File: config.mk
export PLATFORM = sky130hd
export DESIGN_NAME = staged_progress_watchdog
export DESIGN_NICKNAME = d
export VERILOG_FILES = /design/src/spw_pkg.sv /design/src/spw_core.sv /design/src/staged_progress_watchdog.sv
export SDC_FILE = /design/constraint.sdc
export NUM_CORES = 1
export LEC_CHECK = 0
export BUFFER_PORTS_ARGS = -buffer_cell sky130_fd_sc_hd__buf_4
export CAP_MARGIN = 10
export CORE_ASPECT_RATIO = 0.6
export CORE_MARGIN = 8
export CORE_UTILIZATION = 59
export DETAILED_ROUTE_END_ITERATION = 12
export GPL_ROUTABILITY_DRIVEN = 0
export HOLD_SLACK_MARGIN = 0.1
export PLACE_DENSITY_LB_ADDON = 0.25
export SYNTH_ARGS = -nofsm -noshare
export SYNTH_HDL_FRONTEND = slang
export SYNTH_SLANG_ARGS = --single-unit
export TNS_END_PERCENT = 50
File: constraint.sdc
create_clock -name clk -period 6 [get_ports clk]
set_clock_uncertainty 0.1 [all_clocks]
set_input_delay 0.6 -clock clk [delete_from_list [all_inputs] [get_ports clk]]
set_output_delay 0.6 -clock clk [all_outputs]
set_load 0.02 [all_outputs]
File: src/spw_pkg.sv
// ----------------------------------------------------------------------------
// spw_pkg
// Shared types and constants for the staged progress watchdog: item layouts,
// action codes, table size and the timeout register reset value.
// ----------------------------------------------------------------------------
package spw_pkg;

  // Number of stages tracked in the duration table
  localparam int NUM_STAGES = 16;

  // Field widths
  localparam int ACTION_W  = 2;
  localparam int STAGE_W   = 4;
  localparam int TIMEOUT_W = 25;
  localparam int HB_W      = 32;

  // Timeout register value after reset
  localparam logic [TIMEOUT_W-1:0] TIMEOUT_RESET = TIMEOUT_W'(630);

  // Action codes
  localparam logic [ACTION_W-1:0] ACT_TICK    = 2'd0;
  localparam logic [ACTION_W-1:0] ACT_ADVANCE = 2'd1;
  localparam logic [ACTION_W-1:0] ACT_QUERY   = 2'd2;

  typedef struct packed {
    logic [ACTION_W-1:0] action;
    logic [STAGE_W-1:0]  stage_index;
  } in_item_t;

  typedef struct packed {
    logic               fired;
    logic [STAGE_W-1:0] last_stage;
    logic               armed;
    logic               duration_valid;
    logic [HB_W-1:0]    duration_ticks;
  } out_item_t;

endpackage

File: src/spw_core.sv
// ----------------------------------------------------------------------------
// spw_core
// Watchdog state and stage duration table. On each step strobe the held item
// updates the state and the result reflecting the updated state is produced.
// ----------------------------------------------------------------------------
module spw_core (
  input  logic                           clk,
  input  logic                           rst_n,
  input  logic [spw_pkg::TIMEOUT_W-1:0]  timeout,
  input  logic                           step,
  input  spw_pkg::in_item_t              item,
  output spw_pkg::out_item_t             result
);

  // Control state
  logic [spw_pkg::HB_W-1:0]    hb_r, hb_nxt;
  logic [spw_pkg::STAGE_W-1:0] cur_r, cur_nxt;
  logic                        started_r, started_nxt;
  logic                        fired_r, fired_nxt;
  logic [spw_pkg::NUM_STAGES-1:0] seen_r, seen_nxt;

  // Finished stage durations; an entry is written once, when its stage is left
  logic [spw_pkg::HB_W-1:0] dur_r [spw_pkg::NUM_STAGES];
  logic                     dur_we;

  logic                        in_range;
  logic                        adv_ok;
  logic                        tick_ok;
  logic                        q_valid;
  logic [spw_pkg::HB_W-1:0]    q_ticks;

  assign in_range = (32'(item.stage_index) < spw_pkg::NUM_STAGES);

  // Advance takes effect only forward, before firing
  assign adv_ok = !fired_r && in_range && (!started_r || (item.stage_index > cur_r));
  assign tick_ok = started_r && !fired_r;

  // Next state
  always_comb begin
    hb_nxt      = hb_r;
    cur_nxt     = cur_r;
    started_nxt = started_r;
    fired_nxt   = fired_r;
    seen_nxt    = seen_r;
    dur_we      = 1'b0;
    case (item.action)
      spw_pkg::ACT_TICK: begin
        if (tick_ok) begin
          if (hb_r != '1) begin
            hb_nxt = hb_r + spw_pkg::HB_W'(1);
          end
          if (hb_r >= spw_pkg::HB_W'(timeout)) begin
            fired_nxt = 1'b1;
          end
        end
      end
      spw_pkg::ACT_ADVANCE: begin
        if (adv_ok) begin
          dur_we                     = started_r;
          seen_nxt[item.stage_index] = 1'b1;
          hb_nxt                     = '0;
          cur_nxt                    = item.stage_index;
          started_nxt                = 1'b1;
        end
      end
      default: begin
      end
    endcase
  end

  // Query: an ongoing stage reads zero, a finished one its recorded count
  always_comb begin
    q_valid = 1'b0;
    q_ticks = '0;
    if (item.action == spw_pkg::ACT_QUERY && in_range && seen_r[item.stage_index]) begin
      q_valid = 1'b1;
      if (!(started_r && item.stage_index == cur_r)) begin
        q_ticks = dur_r[item.stage_index];
      end
    end
  end

  // Result carries the state after this item
  always_comb begin
    result.fired          = fired_nxt;
    result.last_stage     = cur_nxt;
    result.armed          = started_nxt;
    result.duration_valid = q_valid;
    result.duration_ticks = q_ticks;
  end

  // Hold control state
  always_ff @(posedge clk) begin
    if (!rst_n) begin
      hb_r      <= '0;
      cur_r     <= '0;
      started_r <= 1'b0;
      fired_r   <= 1'b0;
      seen_r    <= '0;
    end else if (step) begin
      hb_r      <= hb_nxt;
      cur_r     <= cur_nxt;
      started_r <= started_nxt;
      fired_r   <= fired_nxt;
      seen_r    <= seen_nxt;
    end
  end

  // Record the duration of the stage being left
  always_ff @(posedge clk) begin
    if (step && dur_we) begin
      dur_r[cur_r] <= hb_r;
    end
  end

endmodule

File: src/staged_progress_watchdog.sv
// ----------------------------------------------------------------------------
// staged_progress_watchdog
// Each accepted item is held in the input register, its result in the result
// register. Throughput: one item per cycle while out_ready does not stall the
// result register; set by the single-pass state update between both registers.
// Reset (rst_n low, synchronous): clears control state, not the stage table,
// sets the timeout register to 630; the block accepts items on the next cycle.
// ----------------------------------------------------------------------------
module staged_progress_watchdog (
  input  logic                           clk,
  input  logic                           rst_n,
  input  logic                           in_valid,
  output logic                           in_ready,
  input  spw_pkg::in_item_t              in_data,
  output logic                           out_valid,
  input  logic                           out_ready,
  output spw_pkg::out_item_t             out_data,
  input  logic                           cfg_we,
  input  logic [spw_pkg::TIMEOUT_W-1:0]  cfg_wdata
);

  logic [spw_pkg::TIMEOUT_W-1:0] timeout_r;
  logic                          s_vld_r;
  spw_pkg::in_item_t             s_item_r;
  logic                          o_vld_r;
  spw_pkg::out_item_t            o_item_r;
  spw_pkg::out_item_t            result;
  logic                          step;

  // Process the held item when the result register can take it
  assign step     = s_vld_r && (!o_vld_r || out_ready);
  assign in_ready = !s_vld_r || step;

  // Timeout register
  always_ff @(posedge clk) begin
    if (!rst_n) begin
      timeout_r <= spw_pkg::TIMEOUT_RESET;
    end else if (cfg_we) begin
      timeout_r <= cfg_wdata;
    end
  end

  // Input register
  always_ff @(posedge clk) begin
    if (!rst_n) begin
      s_vld_r <= 1'b0;
    end else if (in_ready) begin
      s_vld_r <= in_valid;
    end
  end

  always_ff @(posedge clk) begin
    if (in_ready && in_valid) begin
      s_item_r <= in_data;
    end
  end

  spw_core u_core (
    .clk     (clk),
    .rst_n   (rst_n),
    .timeout (timeout_r),
    .step    (step),
    .item    (s_item_r),
    .result  (result)
  );

  // Result register
  always_ff @(posedge clk) begin
    if (!rst_n) begin
      o_vld_r <= 1'b0;
    end else if (step) begin
      o_vld_r <= 1'b1;
    end else if (out_ready) begin
      o_vld_r <= 1'b0;
    end
  end

  always_ff @(posedge clk) begin
    if (step) begin
      o_item_r <= result;
    end
  end

  assign out_valid = o_vld_r;
  assign out_data  = o_item_r;

endmodule

======== Yosys cells after proc, flatten, opt, wreduce, memory -nomap -nowiden ========
Memory sizes are Yosys's and may differ from the RTL's. A register that Yosys moved wholly into a read port is not among the register bits.
Cells that the tools add are included.
word-level totals
  register bits after elaboration ......... 94
  bits in latches ......................... 0
  bits in writable memories ............... 512
  bits in read-only memories .............. 0
  output and inout bits ................... 41
  word-level logic and storage cells ...... 72
  memories ................................ 1
operators by class
  add/subtract/negate cells ............... 1
  $mul .................................... 0
  divide/modulo/power cells ............... 0
  magnitude comparators ................... 4
  eq/ne operators ......................... 7
  shift operators ......................... 0
  muxes and demuxes ....................... 22
  bitwise gates (word level) .............. 2
  reductions and logical operators ........ 21
memory list
  name          depth  bits a word  read ports  clocked after Yosys merged registers in  write ports  RTL line        RTL
  u_core.dur_r  16     32           1           1                                        1            spw_core.sv:23  logic [spw_pkg::HB_W-1:0] dur_r [spw_pkg::NUM_STAGES];
operators with widths
  operator                                                           number
  two-way mux 32 bit                                                 3
  case mux 32 bit (2 select lines)                                   1
  adder 32 x 1 -> 32 bit, second input constant                      1
  greater-or-equal comparator 32 x 25 -> 1 bit                       1
  inequality test 32 bit, second input constant                      1
  bitwise OR 16 bit                                                  1
  two-way mux 1 bit                                                  14
  logical AND 1 bit                                                  8
  two-way mux 4 bit                                                  2
  inequality test 2 x 1 -> 1 bit, second input constant              3
  less-than comparator 4 x 5 -> 1 bit, second input constant         1
  AND reduction 5 bit                                                1
  binary-select mux 1 bit (select 4 bit)                             1
  demux 1 bit (select 4 bit)                                         1
  == test 4 bit                                                      1
  greater-or-equal comparator 4 x 1 -> 1 bit, second input constant  1
  > comparator 4 bit                                                 1
  zero test 1 bit                                                    4
  nonzero test 2 bit                                                 2
  logical OR 1 bit                                                   3
  AND reduction 3 bit                                                1
  == test 2 x 1 -> 1 bit, second input constant                      1
  == test 2 bit, second input constant                               1
  zero test 2 bit                                                    1
  2 further kinds                                                    2

======== Depth between registers and ports, before layout ========
Gate-level depths: netlist (run 1).
  word-level depth ........................ 8
  depth in mapped cells ................... 12
  depth with buffers taken out ............ 9

======== By module ========
A second synthesis (run 1) with hierarchy kept.
unflattened totals
  cells, all modules ...................... 1307
  area, all modules ....................... 25286.8 sq um
by module, submodules not included
  module                    times used  cells each  area an instance (sq um)  sequential area each (sq um)
  spw_core                  1           1173        22899.5                   16455.8
  staged_progress_watchdog  1           134         2387.3                    1891.8

======== Worst setup path after synthesis (run 1) ========
OpenSTA, ideal clock, no wires.
  kind .................................... register -> register
  from .................................... reg s_item_r[0] (netlist bit)
  to ...................................... mem u_core.dur_r[3][0] (netlist bit), enable pin
  library setup time ...................... 0.461 ns
  arrival time ............................ 4.779 ns
  required time ........................... 5.439 ns
  setup slack ............................. 0.661 ns
  stages on the path, launching flop included .. 12
  buffers on the path ..................... 3
  cells stage by stage .................... edfxtp_1 buf_2 buf_1 inv_1 ha_1 nand2b_1 a21oi_1 o21ai_2 nor4_4 buf_2 nand4_1 nor3_1
on the way
  word-level cells in the longest chain between the ends .. 8
RTL lines
  item                                     RTL line                        RTL
  from (decl)                              staged_progress_watchdog.sv:24  spw_pkg::in_item_t s_item_r;
  from (signal assigned)                   staged_progress_watchdog.sv:54  s_item_r <= in_data;
  > comparator 4 bit                       spw_core.sv:35                  assign adv_ok = !fired_r && in_range && (!started_r || (item.stage_index > cur_r));
  logical OR 1 bit                         spw_core.sv:35
  logical AND 1 bit                        spw_core.sv:35
  two-way mux 1 bit                        spw_core.sv:58                  if (adv_ok) begin
  two-way mux 1 bit                        spw_core.sv:46                  case (item.action)
  logical AND 1 bit                        spw_core.sv:111                 if (step && dur_we) begin
  two-way mux 1 bit                        spw_core.sv:111
  two-way mux 1 bit (implied by the code)  spw_core.sv:112                 dur_r[cur_r] <= hb_r;
  to (decl)                                spw_core.sv:23
Every way passes these cells.

======== Worst setup path after layout (run 1) ========
  from .................................... reg u_core.cur_r[3] (netlist bit)
  to ...................................... mem u_core.dur_r[11][26] (netlist bit), enable pin
on the way
  word-level cells in the longest chain between the ends .. 8
RTL lines
  item                                     RTL line         RTL
  from (decl)                              spw_core.sv:17   logic [spw_pkg::STAGE_W-1:0] cur_r, cur_nxt;
  from (signal assigned)                   spw_core.sv:102  cur_r <= cur_nxt;
  > comparator 4 bit                       spw_core.sv:35
  logical OR 1 bit                         spw_core.sv:35
  logical AND 1 bit                        spw_core.sv:35
  two-way mux 1 bit                        spw_core.sv:58
  two-way mux 1 bit                        spw_core.sv:46
  logical AND 1 bit                        spw_core.sv:111
  two-way mux 1 bit                        spw_core.sv:111
  two-way mux 1 bit (implied by the code)  spw_core.sv:112
Parallel ways exist; a longest one is shown, timed or not.

==> metrics, run 1 <==
status=completed; slew at the pin closest to its max-slew limit=1274 ps; fraction of layout cells with a size suffix above 1=26.46%; placed cell count=1900; vias=13.01k; sequential fraction of the synthesis area=73.11%; fin crit share=80.68%; CP most frequent cell=buf_4; register area=18350 um2; die width=282.3 um; stages on the worst setup path=10; Critical path origin=u_core.cur_r[3]; Final setup viols=0; critical-path maximum fanout=33; Worst setup SP type=flip-flop; cell count after synthesis=1294; Initial Utilization=59.83%; # Max-Cap Violations=0; area share of the leading cell type in the synthesized netlist=66.65%; wire per inst=28.45 um; dpl cell area=26430 um2; TritonRoute pass-1 iters=5; syn nets=1360; CP bufs+invs=3; Hold Startpoint=cfg_wdata[1]; Pwr Total=0.008614 W; nets=1460; synthesized flop and latch total=638; IO buf count=76; Die Span Y=175.8 um; io pins=77; Post-Layout Cell Count=2010; Syn Area/Cell=19.39 um2; GRT Total Usage=23.27%; fin crit period=4841 ps; fillers=2727; crit end category=flip-flop; Post-Route WL=57190 um; RSZ-0062 raised after global routing=false; Post-synth EDFFs=557; kind of critical path=reg2reg; Detailed Route Iter0 Violations=1787; Root Driver=clkbuf_16; hold depth=3; HP Class=in2reg; asr flop ratio synth=0%; CP arrival=5030 ps; gr ovfl total=0; worst reg2reg path startpoint=u_core.cur_r[3]; ANT nets after route=0; pins over their slew limit=0; Worst EP required=6190 ps; CP max stage cell=nor2_4; vias in the first global route=12.99k; Vias/cell=6.473; setup ws final=1159 ps; Crit path max-delay family=simple AND/OR/NAND/NOR gates; CTS tree=yes; fmax=206.6 MHz; CP peak stage delay=1070 ps; area taken by multi-input logic gates=6455 um2; Max-slew headroom=15.07%; ant diodes=0; first-pass GRT wire length=85590 um; CTS Buf Count=55; Clock transition at path regs=70 ps; CTS sink cnt=638; worst vdd ir=251.8 uV; Die ar.=49610 um2; synth unique cells=52; area leader, netlist=edfxtp_1; depth of the worst register-to-register path=10; Synth Flop Type=edfxtp_1; power density cells=304.7 nW/um2; ranking of synthesized cells by area=edfxtp_1 (67%), mux4_2 (15%), dfxtp_1 (6.5%), ha_1 (1.5%), nor2_1 (0.94%); Layout area overhead=12.63%; post-place setup slack=1220 ps; initial antenna violation count=1; Mapped Area=25100 um2; post-route cell area=28270 um2; num rows=58; synth warn=0; core area=41950 um2; largest net degree at the start of global routing=137; htree depth=2; DRC=0; Max clock buf depth=3; clk_lat worst skew=590 ps; Fin Setup TNS=0 ps; CP cell instances=inv_1 > ha_1 > and3_1 > nand3_1 > buf_4 > o21ai_2 > nor4_4 > nand4_1 > nor2_4 > buf_4; Leakage=9.245 nW; Hold Violations, Final=0; post-DP HPWL=32320 um
repair_timing:
item | CTS | global route
gates resized for setup | 0 | 0
hold endpoints to repair | 6 | 0
hold buffers | 6 | 0
buffers inserted | 0 | 0
endpoints found under the setup margin | 0 | 0
routing by layer:
metal  global-route usage [%]  share of wire (%)
met4                    3.991                1.6
met1                    36.02                 43
met5                        0                  0
met3                    4.506                 10
met2                    34.99                 45
tightest hold or removal path, stage by stage:
cell      delay, ps
buf_4            80
nand2_1          40
o211ai_1         60
layout by cell type (no fill, tap or decap), types with 7 or more instances in the layout:
master     netlist  final
nand2b_1         7      7
mux4_2         165    165
o21a_1          16     16
nand3_1         17     17
edfxtp_1       557    557
dfxtp_1         81     81
clkinv_2         0     10
clkinv_1         1     11
nor3_1          14     10
buf_4            0    102
nor2b_1         20     20
xor2_1          20     20
clkbuf_1        49     12
ha_1            30     30
o21ai_0         14     14
nand4_1         10     10
o211ai_1        11     11
nand2_1         31     31
mux2i_1         23     23
nor2_1          63     51
inv_1           34     33
a21oi_1         18     18
and3_1          37     37
clkbuf_16        0     57
nor2_4           0     12
sequential cells by signal (all words and copies together) (netlist names), 4 cells and up:
signal and count:
out_data 39, s_item_r 6, timeout_r 25, u_core.cur_r 4, u_core.dur_r 512, u_core.hb_r 32
u_core.seen_r 16
stage by stage:
step | hold slack, ps | utilization [%]
floorplan | 335.1 | -
global placement | 342.1 | 63.02
detailed placement | 353.7 | 63.02
CTS | 110.1 | 67.37
global route | 131.4 | 67.39
finish | 133.7 | 67.39
cell type report:
| class | instances | share of cell area [%] |
|---|---|---|
| Sequential cell | 638 | 64.91 |
| Multi-Input combinational cell | 554 | 22.84 |
| Clock buffer | 74 | 5.449 |
| Timing Repair Buffer | 110 | 3.019 |
| Tap cell | 570 | 2.523 |
| Clock inverter | 29 | 0.7968 |
| Inverter | 35 | 0.4648 |
Yosys cell counts, drive strengths merged, types with 4 or more instances:
| cell | instances |
|---|---|
| mux4 | 165 |
| and4 | 5 |
| o21a | 16 |
| and2 | 4 |
| or3 | 4 |
| o2111ai | 4 |
| edfxtp | 557 |
| clkbuf | 49 |
| mux2i | 23 |
| nor3 | 14 |
| nor2 | 64 |
| a21oi | 18 |
| dfxtp | 81 |
| o31ai | 6 |
| or4 | 6 |
| o21ai | 15 |
| nor4 | 4 |
| xnor2 | 4 |
| o211ai | 11 |
| ha | 30 |
| and3 | 39 |
| buf | 18 |
| inv | 34 |
| nand4 | 10 |
| nor2b | 21 |
| xor2 | 20 |
| nand3 | 17 |
| nand2 | 31 |
| nand2b | 8 |
path summary, 6_finish.rpt:
kind	endpoint	slack [ps]
max reg2reg	u_core.dur_r[11][26]	1160
max	u_core.dur_r[11][26]	1160
min	timeout_r[1]	130
min reg2reg	u_core.seen_r[15]	370
kinds of logic after synthesis:
logic type	share of synthesized area (%)
multiplexers	15.81
AO/OA/AOI/OAI	2.169
buffers and inverters	1.605
adder cells (fa/ha/maj)	1.496
XOR/XNOR	0.8376
AND/OR/NAND/NOR	4.966
flip-flops	73.11
report_power, final:
| group | total (W) | leakage (nW) | switching, W | internal, W |
|---|---|---|---|---|
| Sequential | 0.00480 | 5.63 | 0.0000160 | 0.00478 |
| Combinational | 0.000334 | 2.76 | 0.000175 | 0.000159 |
| Clock | 0.00348 | 0.859 | 0.00155 | 0.00193 |
Power figures use the tool's default switching activity.
==> run 2, diff against run 1 <==
CORE_UTILIZATION = 56   (was 59)
clock period = 4 ns   (was 6 ns; I/O delays follow)
==> run 2 against run 1 <==
First-iteration DRC count decreased by 9.7%. Critical path depth is 1 lower. Hold slack improved by 63 ps. Combinational power rose by 57%. Utilization fell by 2.4 points. Non-clock buffer count up 52. Maximum frequency rose by 32%. Critical path type unchanged. Largest cell class unchanged.
==> metrics, run 2 (same netlist as run 1, synthesis figures left out) <==
status=completed; HP Class=in2reg; RSZ-0062 raised after global routing=false; DRC=0 (unchanged); clk_lat worst skew=590 ps (about the same); vias=13.04k (+0.25%); hold depth=2 (-1); critical-path maximum fanout=23 (-30%); flop2flop setup slack=340 ps (-820 ps); IO buf count=76 (unchanged); fin crit share=91.51% (+11 points); commonest non-fill, non-tap cells in the layout=edfxtp_1 (557), mux4_2 (165), buf_4 (123); kind of critical path=reg2reg; Hold Violations, Final=0 (unchanged); Worst setup SP type=flip-flop; CTS Buf Count=56 (+1.8%); Die ar.=52070 um2 (+5.0%); Detailed Route Iter0 Violations=1613 (-9.7%); CTS tree=yes; post-DP HPWL=32740 um (+1.3%); Fin Setup TNS=0 ps (unchanged); Root Driver=clkbuf_16; post-CTS sizing=0 (unchanged); core area=44520 um2 (+6.1%); htree depth=2 (unchanged); crit end category=flip-flop; GRT Total Usage=22.16% (-1.1 points); worst reg2reg path startpoint=u_core.cur_r[2]; pins over their slew limit=0 (unchanged); Die Span Y=180.0 um (+2.4%); nets=1513 (+3.6%); TritonRoute pass-1 iters=7 (+2); CP cell instances=inv_1 > ha_1 > and3_1 > nand3_1 > o21ai_2 > nor4_4 > nand4_1 > nor3_4 > buf_4; CTS sink cnt=638 (unchanged); Post-Route WL=57630 um (+0.78%); CP max stage cell=dfxtp_1; Pwr Total=0.01321 W (+53%); num rows=60 (+3.4%); fraction of layout cells with a size suffix above 1=27.11% (+0.65 points); depth of the worst register-to-register path=9 (-1); vias in the first global route=13.16k (+1.3%); worst vdd ir=347.9 uV (+38%); Initial Utilization=56.37% (-3.5 points); largest net degree at the start of global routing=130 (-5.1%); Max clock buf depth=3 (unchanged); power density cells=456.6 nW/um2 (+50%); commonest non-fill, non-tap cell in the layout=edfxtp_1; CP peak stage delay=680 ps (-390 ps); Largest register FFs=512 (unchanged); hold endpoint=u_core.seen_r[3]; slew at the pin closest to its max-slew limit=888.4 ps (-385.5 ps); ant diodes=0 (unchanged); Final setup viols=0 (unchanged); first-pass GRT wire length=85980 um (+0.45%); Layout area overhead=15.30%; Reg with most FFs=u_core.dur_r; fmax=273.2 MHz (+32%); reg2reg end=u_core.dur_r[3][18]; CP arrival=3780 ps (-1250 ps); fin crit period=3660 ps (-1181 ps); # Max-Cap Violations=0 (unchanged); io pins=77 (unchanged); gr ovfl total=0 (unchanged); Max-slew headroom=40.23% (+25 points); initial antenna violation count=1 (unchanged); wire per inst=27.67 um (-2.8%); Vias/cell=6.262 (-3.3%); die width=289.3 um (+2.5%); Leakage=9.530 nW (+3.1%); ANT nets after route=0 (unchanged); Clock transition at path regs=70 ps (about the same); Hold Slack=196.8 ps (+63.04 ps); Worst EP required=4120 ps (-2070 ps); Hold Startpoint=rst_n
[run 2: layout make-up]
class                           instances  area (um2)
Sequential cell                       638       18350
Fill cell                            2961       15580
Multi-Input combinational cell        554        6480
Clock buffer                           83        1614
Timing Repair Buffer                  162        1364
Tap cell                              589       737.0
Clock inverter                         22       260.3
Inverter                               35       131.4
[run 2: worst max-delay path, delay by kind of cell (launching register included)]
family	cells	cell delay, ps
buffers and inverters	2	610
DFF	1	680
adders and majority gates	1	310
AOI/OAI and AO/OA	1	150
and+or+nand+nor	5	1410
[run 2: metal layers]
| layer | vias up | global-route usage (%) | routed length, um |
|---|---|---|---|
| met2 | 670 | 32.44 | 25690 |
| met1 | 6735 | 34.39 | 24930 |
| met3 | 91 | 4.471 | 5714 |
| met5 | - | 0 | 0 |
| met4 | 0 | 4.877 | 1296 |
| li1 | 5547 | - | - |
[run 2: how the worst max path moves through the flow]
| stage | cells after the start | end | slack, ps | start |
|---|---|---|---|---|
| 6_report | 9 | u_core.dur_r[3][18] | 340 | u_core.cur_r[2] |
| 3_3_place_gp | 9 | u_core.dur_r[3][18] | 530 | u_core.cur_r[2] |
| 5_1_grt | 9 | u_core.dur_r[3][28] | 110 | u_core.cur_r[3] |
| 2_1_floorplan | 11 | u_core.dur_r[11][0] | -490 | s_item_r[0] |
| 3_5_place_dp | 9 | u_core.dur_r[3][17] | 430 | u_core.cur_r[2] |
| 4_1_cts | 9 | u_core.dur_r[3][28] | 370 | u_core.cur_r[2] |
[run 2: metrics by stage]
stage / cells / setup slack [ps] / cell area, um2 / utilization [%]
floorplan: 1294 / -491.6 / 25120 / -
global placement: 1944 / 532.5 / 26720 / 60.02
detailed placement: 1944 / 425.6 / 26720 / 60.02
CTS: 2083 / 373.6 / 28930 / 64.99
global route: 2083 / 114.9 / 28930 / 64.99
finish: 2083 / 339.6 / 28930 / 64.99
[run 2: power by group]
| part | total, W | switching, W | internal, W |
|---|---|---|---|
| Clock | 0.00548 | 0.00236 | 0.00313 |
| Combinational | 0.000525 | 0.000265 | 0.000260 |
| Sequential | 0.00720 | 0.0000269 | 0.00717 |
| Total | 0.0132 | 0.00265 | 0.0106 |
[run 2: what timing repair did]
item | in CTS | in global routing
buffers inserted | 0 | 0
endpoints found under the setup margin | 0 | 0
hold buffers | 34 | 0
endpoints found under the hold margin | 33 | 0
